--- src/hdl/arpc_pkg.sv ---
`timescale 1ns / 1ps

package arpc_pkg;

    // Default sizing
    localparam int TABLE_ENTRIES_DEF    = 4;
    localparam int CPUS_PER_CHIPLET_DEF = 8;

    // Field widths
    localparam int ADDR_W     = 48;
    localparam int PAGE_SHIFT = 12;
    localparam int PAGE_W     = ADDR_W - PAGE_SHIFT;
    localparam int MASK_W     = 8;
    localparam int CHIPLETS   = 8;
    localparam int CFG_IDX_W  = 2;
    localparam int CFG_DATA_W = 3;
    localparam int CNT_CFG_W  = 3;

    // Largest well-formed coherence kind
    localparam logic [2:0] KIND_MAX = 3'd4;

    // Verdict codes
    localparam logic [1:0] VERDICT_ALLOW     = 2'd0;
    localparam logic [1:0] VERDICT_DENY      = 2'd1;
    localparam logic [1:0] VERDICT_MALFORMED = 2'd2;

    // Configuration register indexes
    localparam logic [CFG_IDX_W-1:0] CFG_CHECK_ENABLE   = 2'd0;
    localparam logic [CFG_IDX_W-1:0] CFG_ENTRIES_IN_USE = 2'd1;

    // One region table entry
    typedef struct packed {
        logic [PAGE_W-1:0] start_page;
        logic [PAGE_W-1:0] end_page;
        logic [MASK_W-1:0] mask;
    } region_entry_t;

    // Finished check result
    typedef struct packed {
        logic [1:0] verdict;
        logic [2:0] slot;
    } scan_res_t;

endpackage

--- src/hdl/arpc_region_table.sv ---
`timescale 1ns / 1ps

module arpc_region_table
    import arpc_pkg::*;
#(
    parameter int TABLE_ENTRIES = TABLE_ENTRIES_DEF,
    parameter int IDX_W         = 2
)
(
    input  logic                 clk,
    input  logic                 wr_en,
    input  logic [IDX_W-1:0]     wr_idx,
    input  region_entry_t        wr_entry,
    input  logic [IDX_W-1:0]     rd_idx,
    output region_entry_t        rd_entry
);

    region_entry_t mem [TABLE_ENTRIES];

    // Write one entry, read one entry with registered data
    always_ff @(posedge clk)
    begin
        if (wr_en)
        begin
            mem[wr_idx] <= wr_entry;
        end
        rd_entry <= mem[rd_idx];
    end

endmodule

--- src/hdl/arpc_scan.sv ---
`timescale 1ns / 1ps

module arpc_scan
    import arpc_pkg::*;
#(
    parameter int TABLE_ENTRIES    = TABLE_ENTRIES_DEF,
    parameter int CPUS_PER_CHIPLET = CPUS_PER_CHIPLET_DEF
)
(
    input  logic                 clk,
    input  logic                 rst_n,
    input  logic                 item_valid,
    output logic                 item_ready,
    input  logic                 req_type,
    input  logic [1:0]           entry_slot,
    input  logic [PAGE_W-1:0]    entry_start_page,
    input  logic [PAGE_W-1:0]    entry_end_page,
    input  logic [MASK_W-1:0]    entry_mask,
    input  logic                 is_credit,
    input  logic                 is_request,
    input  logic [2:0]           coherence_kind,
    input  logic [7:0]           requester_id,
    input  logic [ADDR_W-1:0]    access_address,
    input  logic                 check_enable,
    input  logic [CNT_CFG_W-1:0] entries_in_use,
    output logic                 res_valid,
    input  logic                 res_take,
    output scan_res_t            res
);

    localparam int IDX_W = (TABLE_ENTRIES > 1) ? $clog2(TABLE_ENTRIES) : 1;
    localparam int CW    = ((IDX_W > CNT_CFG_W) ? IDX_W : CNT_CFG_W) + 1;
    localparam int RID_W = 10;
    localparam logic [2:0] NO_SLOT = 3'(TABLE_ENTRIES);

    typedef enum logic [1:0] {
        S_IDLE,
        S_SCAN,
        S_DONE
    } state_t;

    state_t              state_reg, state_next;
    logic [IDX_W-1:0]    idx_reg, idx_next;
    logic [CW-1:0]       n_reg, n_next;
    logic [PAGE_W-1:0]   page_reg, page_next;
    logic [2:0]          chiplet_reg, chiplet_next;
    logic                chip_ok_reg, chip_ok_next;
    scan_res_t           res_reg, res_next;

    logic                accept;
    logic                slot_ok;
    logic                wr_en;
    logic [CW-1:0]       n_clamp;
    logic [CW-1:0]       idx_inc;
    logic [IDX_W-1:0]    rd_idx;
    region_entry_t       wr_entry;
    region_entry_t       rd_entry;
    logic                hit;
    logic                decide;

    assign item_ready = (state_reg == S_IDLE);
    assign accept     = item_valid && item_ready;
    assign res_valid  = (state_reg == S_DONE);
    assign res        = res_reg;

    // Table write on an accepted write request within the table
    assign slot_ok  = CW'(entry_slot) < CW'(TABLE_ENTRIES);
    assign wr_en    = accept && req_type && slot_ok;
    assign wr_entry = '{start_page: entry_start_page,
                        end_page:   entry_end_page,
                        mask:       entry_mask};

    // Clamp scan length to the table size
    assign n_clamp = (CW'(entries_in_use) > CW'(TABLE_ENTRIES)) ?
                     CW'(TABLE_ENTRIES) : CW'(entries_in_use);

    // Next entry to fetch
    assign idx_inc = CW'(idx_reg) + CW'(1);
    always_comb
    begin
        if (state_reg == S_SCAN && idx_inc < CW'(TABLE_ENTRIES))
        begin
            rd_idx = IDX_W'(idx_inc);
        end
        else
        begin
            rd_idx = '0;
        end
    end

    arpc_region_table #(
        .TABLE_ENTRIES (TABLE_ENTRIES),
        .IDX_W         (IDX_W)
    ) u_table (
        .clk      (clk),
        .wr_en    (wr_en),
        .wr_idx   (IDX_W'(entry_slot)),
        .wr_entry (wr_entry),
        .rd_idx   (rd_idx),
        .rd_entry (rd_entry)
    );

    // Chiplet number: count the chiplet boundaries at or below the requester
    always_comb
    begin
        chiplet_next = '0;
        for (int k = 1; k < CHIPLETS; k++)
        begin
            if (RID_W'(requester_id) >= RID_W'(k * CPUS_PER_CHIPLET))
            begin
                chiplet_next = chiplet_next + 3'd1;
            end
        end
        chip_ok_next = RID_W'(requester_id) < RID_W'(CHIPLETS * CPUS_PER_CHIPLET);
    end

    // Shared compare unit: page range and chiplet check
    assign hit    = (page_reg >= rd_entry.start_page) && (page_reg <= rd_entry.end_page);
    assign decide = hit && chip_ok_reg;

    // Sequencer
    always_comb
    begin
        state_next = state_reg;
        idx_next   = idx_reg;
        n_next     = n_reg;
        page_next  = page_reg;
        res_next   = res_reg;
        unique case (state_reg)
            S_IDLE:
            begin
                if (accept)
                begin
                    page_next = access_address[ADDR_W-1:PAGE_SHIFT];
                    n_next    = n_clamp;
                    idx_next  = '0;
                    res_next  = '{verdict: VERDICT_ALLOW, slot: NO_SLOT};
                    state_next = S_DONE;
                    if (req_type)
                    begin
                        res_next.verdict = VERDICT_ALLOW;
                    end
                    else if (!check_enable || is_credit || !is_request)
                    begin
                        res_next.verdict = VERDICT_ALLOW;
                    end
                    else if (coherence_kind > KIND_MAX)
                    begin
                        res_next.verdict = VERDICT_MALFORMED;
                    end
                    else if (n_clamp == '0)
                    begin
                        res_next.verdict = VERDICT_DENY;
                    end
                    else
                    begin
                        state_next = S_SCAN;
                    end
                end
            end
            S_SCAN:
            begin
                if (decide)
                begin
                    res_next.verdict = rd_entry.mask[chiplet_reg] ? VERDICT_ALLOW
                                                                  : VERDICT_DENY;
                    res_next.slot    = 3'(idx_reg);
                    state_next       = S_DONE;
                end
                else if (idx_inc == n_reg)
                begin
                    res_next.verdict = VERDICT_DENY;
                    res_next.slot    = NO_SLOT;
                    state_next       = S_DONE;
                end
                else
                begin
                    idx_next = IDX_W'(idx_inc);
                end
            end
            S_DONE:
            begin
                if (res_take)
                begin
                    state_next = S_IDLE;
                end
            end
            default:
            begin
                state_next = S_IDLE;
            end
        endcase
    end

    // Hold state and working registers
    always_ff @(posedge clk or negedge rst_n)
    begin
        if (!rst_n)
        begin
            state_reg   <= S_IDLE;
            idx_reg     <= '0;
            n_reg       <= '0;
            page_reg    <= '0;
            chiplet_reg <= '0;
            chip_ok_reg <= 1'b0;
            res_reg     <= '0;
        end
        else
        begin
            state_reg <= state_next;
            idx_reg   <= idx_next;
            n_reg     <= n_next;
            page_reg  <= page_next;
            res_reg   <= res_next;
            if (accept)
            begin
                chiplet_reg <= chiplet_next;
                chip_ok_reg <= chip_ok_next;
            end
        end
    end

endmodule

--- src/hdl/address_range_permission_check_top.sv ---
`timescale 1ns / 1ps

// Access permission checker for flits crossing a link. A write request
// (req_type 1) loads one region table entry; a check request returns
// allowed, denied or malformed together with the slot that decided it.
// Checks that reach the scan step through the region table one entry
// per cycle through a single range comparator, comparing at most
// entries_in_use entries; table writes, passed flits and malformed
// requests do not scan. The result sits in an output register,
// so a new request is taken while an earlier result waits on result_ready.
// Table entries hold no value until written; the user must see that
// configuration is written only while no request is in flight; the
// block itself does not enforce this.
module address_range_permission_check_top
    import arpc_pkg::*;
#(
    parameter int TABLE_ENTRIES    = TABLE_ENTRIES_DEF,
    parameter int CPUS_PER_CHIPLET = CPUS_PER_CHIPLET_DEF
)
(
    input  logic                  clk,
    input  logic                  rst_n,
    input  logic                  cfg_valid,
    output logic                  cfg_ready,
    input  logic [CFG_IDX_W-1:0]  cfg_index,
    input  logic [CFG_DATA_W-1:0] cfg_data,
    input  logic                  item_valid,
    output logic                  item_ready,
    input  logic                  req_type,
    input  logic [1:0]            entry_slot,
    input  logic [PAGE_W-1:0]     entry_start_page,
    input  logic [PAGE_W-1:0]     entry_end_page,
    input  logic [MASK_W-1:0]     entry_mask,
    input  logic                  is_credit,
    input  logic                  is_request,
    input  logic [2:0]            coherence_kind,
    input  logic [7:0]            requester_id,
    input  logic [ADDR_W-1:0]     access_address,
    output logic                  result_valid,
    input  logic                  result_ready,
    output logic [1:0]            verdict,
    output logic [2:0]            matched_slot
);

    logic                 check_enable_reg;
    logic [CNT_CFG_W-1:0] entries_in_use_reg;
    logic                 out_valid_reg;
    scan_res_t            out_reg;
    logic                 res_valid;
    logic                 res_take;
    scan_res_t            res;

    assign cfg_ready    = 1'b1;
    assign result_valid = out_valid_reg;
    assign verdict      = out_reg.verdict;
    assign matched_slot = out_reg.slot;

    // Configuration registers
    always_ff @(posedge clk or negedge rst_n)
    begin
        if (!rst_n)
        begin
            check_enable_reg   <= 1'b0;
            entries_in_use_reg <= '0;
        end
        else if (cfg_valid && cfg_ready)
        begin
            unique case (cfg_index)
                CFG_CHECK_ENABLE:   check_enable_reg   <= cfg_data[0];
                CFG_ENTRIES_IN_USE: entries_in_use_reg <= cfg_data[CNT_CFG_W-1:0];
                default:            ;
            endcase
        end
    end

    arpc_scan #(
        .TABLE_ENTRIES    (TABLE_ENTRIES),
        .CPUS_PER_CHIPLET (CPUS_PER_CHIPLET)
    ) u_scan (
        .clk              (clk),
        .rst_n            (rst_n),
        .item_valid       (item_valid),
        .item_ready       (item_ready),
        .req_type         (req_type),
        .entry_slot       (entry_slot),
        .entry_start_page (entry_start_page),
        .entry_end_page   (entry_end_page),
        .entry_mask       (entry_mask),
        .is_credit        (is_credit),
        .is_request       (is_request),
        .coherence_kind   (coherence_kind),
        .requester_id     (requester_id),
        .access_address   (access_address),
        .check_enable     (check_enable_reg),
        .entries_in_use   (entries_in_use_reg),
        .res_valid        (res_valid),
        .res_take         (res_take),
        .res              (res)
    );

    // Move a finished result into the output register when it is free
    assign res_take = res_valid && (!out_valid_reg || result_ready);

    always_ff @(posedge clk or negedge rst_n)
    begin
        if (!rst_n)
        begin
            out_valid_reg <= 1'b0;
            out_reg       <= '0;
        end
        else if (res_take)
        begin
            out_valid_reg <= 1'b1;
            out_reg       <= res;
        end
        else if (result_ready)
        begin
            out_valid_reg <= 1'b0;
        end
    end

endmodule
--- config.mk ---
export PLATFORM = sky130hd
export DESIGN_NAME = address_range_permission_check_top
export DESIGN_NICKNAME = d
export VERILOG_FILES = /design/src/hdl/arpc_pkg.sv /design/src/hdl/arpc_region_table.sv /design/src/hdl/arpc_scan.sv /design/src/hdl/address_range_permission_check_top.sv
export SDC_FILE = /design/constraint.sdc
export NUM_CORES = 1
export LEC_CHECK = 0
export BUFFER_PORTS_ARGS = -buffer_cell sky130_fd_sc_hd__buf_2
export CORE_UTILIZATION = 50
export DETAILED_ROUTE_END_ITERATION = 10
export PLACE_DENSITY_LB_ADDON = 0.08
export SLEW_MARGIN = 20
export SYNTH_ARGS = -nofsm -noshare
export SYNTH_HDL_FRONTEND = slang
export SYNTH_HIERARCHICAL = 1
export SYNTH_SLANG_ARGS = --single-unit
--- constraint.sdc ---
create_clock -name clk -period 7.93 [get_ports clk]
set_clock_uncertainty 0.15 [all_clocks]
set_input_delay 2.379 -clock clk [delete_from_list [all_inputs] [get_ports clk]]
set_output_delay 2.379 -clock clk [all_outputs]
set_load 0.05 [all_outputs]
==> results.json, run 1 <==
{
  "final_common_cell": "edfxtp_1",
  "final_cells": 1756,
  "path_clk_slew_ns": 0.06,
  "die_area_um2": 36900,
  "grt_max_degree": 65,
  "max-cap-violations": 0,
  "grt_setup_unrepaired": "false",
  "p_leak_nw": 8.14,
  "holdCritStartpoint": "u_scan/res[4]",
  "critPathLaunchType": "input port",
  "synth_edf_count": 320,
  "synth_area_per_cell_um2": 16.7,
  "syn_inst": 1081,
  "finalPower_mw": 6.00,
  "reg2reg_slack_ns": 4.34,
  "portBuffers": 145,
  "period_minus_slack_ns": 6.02,
  "synth.yosys.warnings": 6,
  "area_delta_synth_final_pct": 15.7,
  "wire_per_inst_um": 20.0,
  "r2r-end": "u_scan/res[3]",
  "yosysUniqueCellTypes": 60,
  "rows": 69,
  "synth_fa_ha_area_share_pct": 5.47,
  "die_y_um": 192,
  "ir_drop_mv": 0.291,
  "pin_count": 162,
  "dr.first_iter.drc_count": 386,
  "ant_nets": 0,
  "setup_viol": 0,
  "place_ws_ns": 1.34,
  "reg2regPathDepth": 9,
  "synth-simple-area-share_pct": 5.95,
  "cts_htree_levels": 2,
  "synth-main-ff-cell": "edfxtp_1",
  "ys_async_sr_fraction_pct": 13.4,
  "worst_pin_slew_ns": 1.07,
  "post-cts-setup-buffers": 0,
  "seqCellArea_um2": 12800,
  "grt_pass1_wl_mm": 54.4,
  "ys_seq_area_share_pct": 70.7,
  "gr-total-overflow": 0,
  "via_per_inst": 5.23,
  "synth_area_leader_cell": "edfxtp_1",
  "synth_mux_area_share_pct": 11.3,
  "cts_tree": "built",
  "place_area_um2": 19200,
  "coreArea_um2": 35600,
  "cts.sink_count": 462,
  "synth_xor_area_share_pct": 0.533,
  "drive_gt1_share_pct": 26.6,
  "route.detailed.drc": 0,
  "grt_pass1_vias": 9645,
  "powerDensity_nw_per_um2": 287,
  "synth_top_family_by_area": "multiplexers",
  "antenna_found_initial": 8,
  "vias": 9177,
  "layout.nets": 1486,
  "cts.repair.resized": 0,
  "ys_top_cells_by_area": "edfxtp_1, mux4_2, dfxtp_1, dfrtp_1, ha_1",
  "arrival_ns": 6.26,
  "gp_congestion": 0.761,
  "final_util_pct": 58.7,
  "final_cell_mix": "edfxtp_1, nand2_1, buf_2, mux4_2, dfxtp_1",
  "insertion_delay_ns": 0.57,
  "hold_viol_final": 0,
  "max_freq_ghz": 0.166,
  "fin_crit_sh_pct": 75.9,
  "initial_core_util_pct": 50.8,
  "outcome": "finished clean",
  "synth_area_um2": 18100,
  "worst_slack_ns": 1.91,
  "yosys_register_bits": 462,
  "synth_top_area_share_pct": 53.2,
  "synth_compound_area_share_pct": 2.87,
  "largest_reg_flops": 320,
  "dp_cells": 1664,
  "root_buffer": "clkbuf_16",
  "worstPathRequired_ns": 8.17,
  "drt-pass1-iter-count": 5,
  "drv_slew": 0,
  "fin_tns_setup_ns": 0,
  "final_cell_area_um2": 20900,
  "clock_path_buffers": 3,
  "critPathCaptureType": "flop",
  "nFillCells": 2753,
  "cp_max_fo": 8,
  "cp-endpoint": "u_scan/chiplet_reg[2]",
  "dieWidth_um": 192,
  "post-dp-hpwl_mm": 22.2,
  "hp-class": "reg -> reg",
  "r2r_start": "u_scan/page_reg[23]",
  "crit_path_start": "requester_id[5]",
  "routed_wl_mm": 35.1,
  "postCtsHoldBufs": 0,
  "crit_type": "in -> reg",
  "multi_input_area_um2": 4760,
  "cts_buffers": 48,
  "synth_fp_nets": 1314,
  "grt_usage_pct": 20.0,
  "whs_ns": 0.344,
  "relSlewSlack_pct": 28.7
}
## layout make-up
| class | instances | area share (%) |
|---|---|---|
| clock inverter | 24 | 1.55 |
| timing repair buffer | 156 | 3.87 |
| inverter | 77 | 1.38 |
| tap | 461 | 2.76 |
| sequential | 462 | 61.1 |
| multi-input combinational | 508 | 22.8 |
| antenna | 2 | 0.0240 |
| clock buffer | 66 | 6.52 |
## synthesized netlist by cell type (all sizes together) (3+ instances only)
| cell | count |
|---|---|
| edfxtp | 320 |
| nand2 | 149 |
| mux4 | 82 |
| dfxtp | 80 |
| ha | 79 |
| inv | 77 |
| dfrtp | 62 |
| a21oi | 35 |
| o21ai | 23 |
| buf | 21 |
| nor2 | 18 |
| mux2 | 14 |
| clkbuf | 13 |
| nand3 | 12 |
| nand4 | 12 |
| nor3 | 7 |
| nand2b | 6 |
| xnor2 | 6 |
| a21o | 5 |
| xor2 | 5 |
| a211oi | 4 |
| a31oi | 4 |
| nor4 | 4 |
| o21a | 4 |
| nand3b | 3 |
| nor2b | 3 |
| nor3b | 3 |
| or3 | 3 |
## metal layers
metal  vias up  wire length [um]  track usage, %
li1       4407                 -               -
met1      4523             16300            27.9
met2       174             16400            31.8
met3        61              1640            3.84
met4        12               707            6.30
met5         -                78               0
## cell families after synthesis
kind of cell             Yosys count
other                              1
multiplexers                      97
adder cells (fa/ha/maj)           79
flip-flops                       462
buffers and inverters            111
XOR/XNOR                          11
AO/OA/AOI/OAI                     87
AND/OR/NAND/NOR                  233
## where the power goes
| part | internal (mW) | total [mW] | switching [mW] |
|---|---|---|---|
| sequential | 2.76 | 2.89 | 0.127 |
| combinational | 0.319 | 0.770 | 0.452 |
| clock | 1.44 | 2.34 | 0.903 |
## worst max-delay path, stage by stage
cell and delay, ns:
buf_2 0.15, or3_1 0.50, or2_2 0.35, nor2_1 0.15, ha_1 0.31, xnor2_1 0.27, ha_1 0.28, nand2_1 0.06
o21ai_1 0.08, ha_1 0.29, mux2_2 0.27, ha_1 0.28, mux2_2 0.28, ha_1 0.19, nand2b_1 0.08, xnor2_1 0.13
xnor2_1 0.13, o21ai_0 0.09
## worst min-delay path by stage
stage / slack (ns) / end / cells after the start
finish: 0.34 / u_scan/res[4] / 1
CTS: 0.34 / u_scan/res[4] / 1
floorplan: 0.30 / u_scan/chip_ok_reg / 2
global route: 0.35 / u_scan/res[4] / 1
detailed placement: 0.33 / u_scan/res[4] / 1
global placement: 0.32 / u_scan/res[4] / 1
No activity file was read; power rests on OpenSTA's default activity.
==> run 2: changes to the inputs <==
==> constraint.sdc (replaced) <==
create_clock -name clk -period 5.5 [get_ports clk]
set_clock_uncertainty 0.15 [all_clocks]
set_input_delay 1.65 -clock clk [delete_from_list [all_inputs] [get_ports clk]]
set_output_delay 1.65 -clock clk [all_outputs]
set_load 0.05 [all_outputs]
==> results.json, run 2 (synthesis results as in run 1) <==
{
  "relSlewSlack_pct": 38.1,
  "layout.nets": 1487,
  "die_area_um2": 36900,
  "intPower_mw": 6.27,
  "worstHoldPathCells": 1,
  "arrival_ns": 5.14,
  "rows": 69,
  "fin_tns_setup_ns": 0,
  "clkPwrFrac_pct": 36.8,
  "wire_per_inst_um": 19.9,
  "route.detailed.drc": 0,
  "grt_pass1_wl_mm": 54.6,
  "final_util_pct": 58.6,
  "powerDensity_nw_per_um2": 402,
  "gp_congestion": 0.762,
  "grt_pass1_vias": 9671,
  "clock_path_buffers": 3,
  "postCtsHoldBufs": 0,
  "cts_buffers": 48,
  "drt-pass1-iter-count": 5,
  "cts.sink_count": 462,
  "drive_gt1_share_pct": 26.5,
  "crit_type": "in -> reg",
  "r2r_start": "u_scan/page_reg[23]",
  "critPathCaptureType": "flop",
  "dr.first_iter.drc_count": 490,
  "cts_tree": "built",
  "final_common_cell": "edfxtp_1",
  "max_freq_ghz": 0.205,
  "die_y_um": 192,
  "hold_viol_final": 0,
  "area_delta_synth_final_pct": 15.4,
  "setup_viol": 0,
  "ant_nets": 0,
  "fin_crit_sh_pct": 88.9,
  "pin_count": 162,
  "dieWidth_um": 192,
  "via_per_inst": 5.28,
  "hp-class": "reg -> reg",
  "post-cts-setup-buffers": 0,
  "post-dp-hpwl_mm": 21.6,
  "final_cells": 1757,
  "initial_core_util_pct": 50.8,
  "worst_pin_slew_ns": 0.929,
  "cts_htree_levels": 2,
  "p_switching_mw": 2.11,
  "insertion_delay_ns": 0.57,
  "root_buffer": "clkbuf_16",
  "drv_slew": 0,
  "cts.repair.resized": 0,
  "coreArea_um2": 35600,
  "antenna_found_initial": 9,
  "reg2reg_slack_ns": 1.83,
  "final_cell_mix": "edfxtp_1, nand2_1, buf_2, mux4_2, dfxtp_1",
  "ir_drop_mv": 0.260,
  "p_seq_share_pct": 49.8,
  "crit_path_start": "requester_id[5]",
  "dp_cells": 1665,
  "outcome": "finished clean",
  "largest_reg_flops": 320,
  "cp-endpoint": "u_scan/chiplet_reg[2]",
  "worstPathRequired_ns": 5.76,
  "reg2regPathDepth": 9,
  "p_leak_nw": 8.10,
  "max-cap-violations": 0,
  "vias": 9277,
  "period_minus_slack_ns": 4.89,
  "worst_slack_ns": 0.613,
  "cp_max_fo": 3,
  "power_frac_comb_pct": 13.4,
  "grt_max_degree": 81,
  "portBuffers": 145,
  "swShare_pct": 25.1,
  "routed_wl_mm": 35.0,
  "grt_setup_unrepaired": "false",
  "critPathLaunchType": "input port",
  "r2r-end": "u_scan/res[3]",
  "gr-total-overflow": 0,
  "path_clk_slew_ns": 0.06,
  "place_ws_ns": 0.0365,
  "grt_usage_pct": 19.9
}
[run 2: final cells by class]
cell class	instances	area, um2
sequential	462	12800
inverter	77	289
antenna	4	10.0
multi-input combinational	508	4800
clock buffer	68	1370
clock inverter	20	150
timing repair buffer	157	891
tap	461	577
fill	2765	14700
[run 2: worst max-delay path, cell delays in order]
cell      delay, ns
buf_2          0.10
or3_1          0.39
or2_4          0.27
nor2_4         0.11
inv_1          0.05
ha_1           0.22
nand2_1        0.06
o21ai_0        0.09
ha_1           0.32
nand2_1        0.06
o21ai_1        0.08
ha_1           0.29
mux2_2         0.27
ha_1           0.29
mux2_2         0.28
ha_1           0.19
nand2b_1       0.08
xnor2_1        0.13
xnor2_1        0.13
o21ai_0        0.09
[run 2: worst min path at each step]
stage	from	end	slack, ns
2_1_floorplan	u_scan/chip_ok_reg	u_scan/chip_ok_reg	0.30
3_3_place_gp	u_scan/res[4]	u_scan/res[4]	0.32
3_5_place_dp	u_scan/res[4]	u_scan/res[4]	0.32
4_1_cts	u_scan/res[4]	u_scan/res[4]	0.33
5_1_grt	u_scan/res[4]	u_scan/res[4]	0.36
6_report	u_scan/res[4]	u_scan/res[4]	0.33
[run 2: per-layer routing]
layer,routed length (um),track usage [%],up-vias
met5,80,0,-
met4,720,6.30,12
met2,16000,30.8,165
met1,16500,28.5,4645
met3,1640,4.18,52
li1,-,-,4403
[run 2: stage by stage]
stage | power (mW) | cell area, um2 | hold slack (ns)
final | 8.38 | 20800 | 0.329
after global routing | 8.80 | 20800 | 0.363
after CTS | 8.48 | 20800 | 0.335
after detailed placement | 5.37 | 19300 | 0.321
after global placement | 5.35 | 19300 | 0.322
after floorplan | 4.99 | 18100 | 0.300
[run 2: power by group through the flow]
stage	Sequential [mW]	Clock, mW	Combinational (mW)
global placement	4.24	0	1.11
floorplan	4.20	0	0.791
detailed placement	4.24	0	1.13
finish	4.17	3.08	1.12
global route	4.20	3.29	1.30
CTS	4.17	3.17	1.14
==> run 3: changes to the inputs <==
--- a/config.mk
+++ b/config.mk
@@ -6,7 +6,10 @@
 export NUM_CORES = 1
 export LEC_CHECK = 0
 export BUFFER_PORTS_ARGS = -buffer_cell sky130_fd_sc_hd__buf_2
-export CORE_UTILIZATION = 50
+export CELL_PAD_IN_SITES_DETAIL_PLACEMENT = 0
+export CELL_PAD_IN_SITES_GLOBAL_PLACEMENT = 1
+export CORE_MARGIN = 2
+export CORE_UTILIZATION = 45
 export DETAILED_ROUTE_END_ITERATION = 10
 export PLACE_DENSITY_LB_ADDON = 0.08
 export SLEW_MARGIN = 20
==> results.json, run 3 (synthesis results as in run 1) <==
{
  "outcome": "finished clean",
  "p_leak_nw": 8.12,
  "layout.nets": 1490,
  "grt_usage_pct": 18.3,
  "setup_viol": 0,
  "powerDensity_nw_per_um2": 407,
  "insertion_delay_ns": 0.57,
  "crit_path_start": "requester_id[5]",
  "rows": 73,
  "period_minus_slack_ns": 4.85,
  "grt_max_degree": 81,
  "wire_per_inst_um": 20.3,
  "dieWidth_um": 204,
  "hold_viol_final": 0,
  "clock_path_buffers": 3,
  "dr.first_iter.drc_count": 419,
  "initial_core_util_pct": 45.6,
  "ant_nets": 0,
  "pin_count": 162,
  "worstPathRequired_ns": 5.76,
  "cts.sink_count": 462,
  "final_cell_area_um2": 21000,
  "cp-endpoint": "u_scan/chiplet_reg[2]",
  "r2r_start": "u_scan/page_reg[23]",
  "path_cells": "buf_2 -> or3_1 -> or2_4 -> nor2_4 -> inv_1 -> ha_1 -> nand2_1 -> o21ai_0 -> ha_1 -> nand2_1 -> o21ai_1 -> ha_1 -> mux2_2 -> ha_1 -> mux2_2 -> ha_1 -> nand2b_1 -> xnor2_1 -> xnor2_1 -> o21ai_0",
  "gr-total-overflow": 0,
  "max-cap-violations": 0,
  "cts_htree_levels": 2,
  "largest_reg_flops": 320,
  "worst_pin_slew_ns": 1.06,
  "path_clk_slew_ns": 0.06,
  "cpMostUsedCell": "ha_1",
  "cp_max_fo": 3,
  "final_cells": 1826,
  "drt-pass1-iter-count": 4,
  "post-cts-setup-buffers": 0,
  "antenna_found_initial": 1,
  "via_per_inst": 5.07,
  "fin_tns_setup_ns": 0,
  "grt_setup_unrepaired": "false",
  "dp_cells": 1732,
  "routed_wl_mm": 37.0,
  "reg2reg_slack_ns": 1.87,
  "ir_drop_mv": 0.230,
  "critPathCaptureType": "flop",
  "final_util_pct": 53.0,
  "drive_gt1_share_pct": 26.6,
  "root_buffer": "clkbuf_16",
  "cpPeakStageDelay_ns": 0.39,
  "postCtsHoldBufs": 0,
  "grt_pass1_wl_mm": 56.9,
  "portBuffers": 145,
  "die_area_um2": 41800,
  "route.detailed.drc": 0,
  "die_y_um": 204,
  "r2r-end": "u_scan/res[3]",
  "final_common_cell": "edfxtp_1",
  "reg2regPathDepth": 9,
  "coreArea_um2": 39600,
  "critPathLaunchType": "input port",
  "hp-class": "reg -> reg",
  "area_delta_synth_final_pct": 16.2,
  "max_freq_ghz": 0.206,
  "cts_tree": "built",
  "final_cell_mix": "edfxtp_1, nand2_1, buf_2, mux4_2, dfxtp_1",
  "cts.repair.resized": 0,
  "place_area_um2": 19400,
  "relSlewSlack_pct": 28.9,
  "cts_buffers": 48,
  "slowest_stage": "or3_1",
  "vias": 9250,
  "gp_congestion": 0.730,
  "arrival_ns": 5.11,
  "post-dp-hpwl_mm": 23.1,
  "drv_slew": 0,
  "fin_crit_sh_pct": 88.2,
  "grt_pass1_vias": 9725,
  "crit_type": "in -> reg"
}
run 3: worst min path at each step:
stage / start / end / depth (start not counted) / slack [ns]
finish: u_scan/res[4] / u_scan/res[4] / 1 / 0.33
global route: u_scan/res[3] / u_scan/res[3] / 1 / 0.37
CTS: u_scan/res[4] / u_scan/res[4] / 1 / 0.34
detailed placement: u_scan/res[4] / u_scan/res[4] / 1 / 0.32
global placement: u_scan/res[4] / u_scan/res[4] / 1 / 0.32
floorplan: u_scan/chip_ok_reg / u_scan/chip_ok_reg / 2 / 0.30
run 3: cell type report:
cell class / instances / area, um2
Antenna cell: 4 / 10.0
Clock buffer: 73 / 1390
Clock inverter: 17 / 204
Fill cell: 3290 / 18600
Inverter: 77 / 289
Multi-Input combinational cell: 508 / 4790
Sequential cell: 462 / 12800
Tap cell: 525 / 657
Timing Repair Buffer: 160 / 888
run 3: metrics by stage:
step / power (mW) / hold slack, ns / setup slack, ns
2_1_floorplan: 4.99 / 0.300 / 0.0680
3_3_place_gp: 5.37 / 0.320 / 0.0688
3_5_place_dp: 5.39 / 0.323 / 0.0262
4_1_cts: 8.65 / 0.336 / 0.661
5_1_grt: 8.97 / 0.371 / 0.440
6_report: 8.53 / 0.327 / 0.647
run 3: routing by layer:
metal	wire [um]	track usage, %	share of wire, %
met3	1440	3.01	3.9
met2	17100	28.5	46
met4	669	5.41	1.8
met1	17800	26.7	48
met5	0	0	0
run 3: where the power goes:
group	switching [mW]	total [mW]	internal, mW
combinational	0.665	1.13	0.468
clock	1.30	3.23	1.93
sequential	0.188	4.17	3.98
run 3: worst max-delay path: cells and delay by family:
kind / cells / cell delay, ns
buffers and inverters: 2 / 0.15
adder cells (fa/ha/maj): 5 / 1.29
AND/OR/NAND/NOR: 6 / 0.97
multiplexers: 2 / 0.54
XOR/XNOR: 2 / 0.27
AO/OA/AOI/OAI: 3 / 0.25
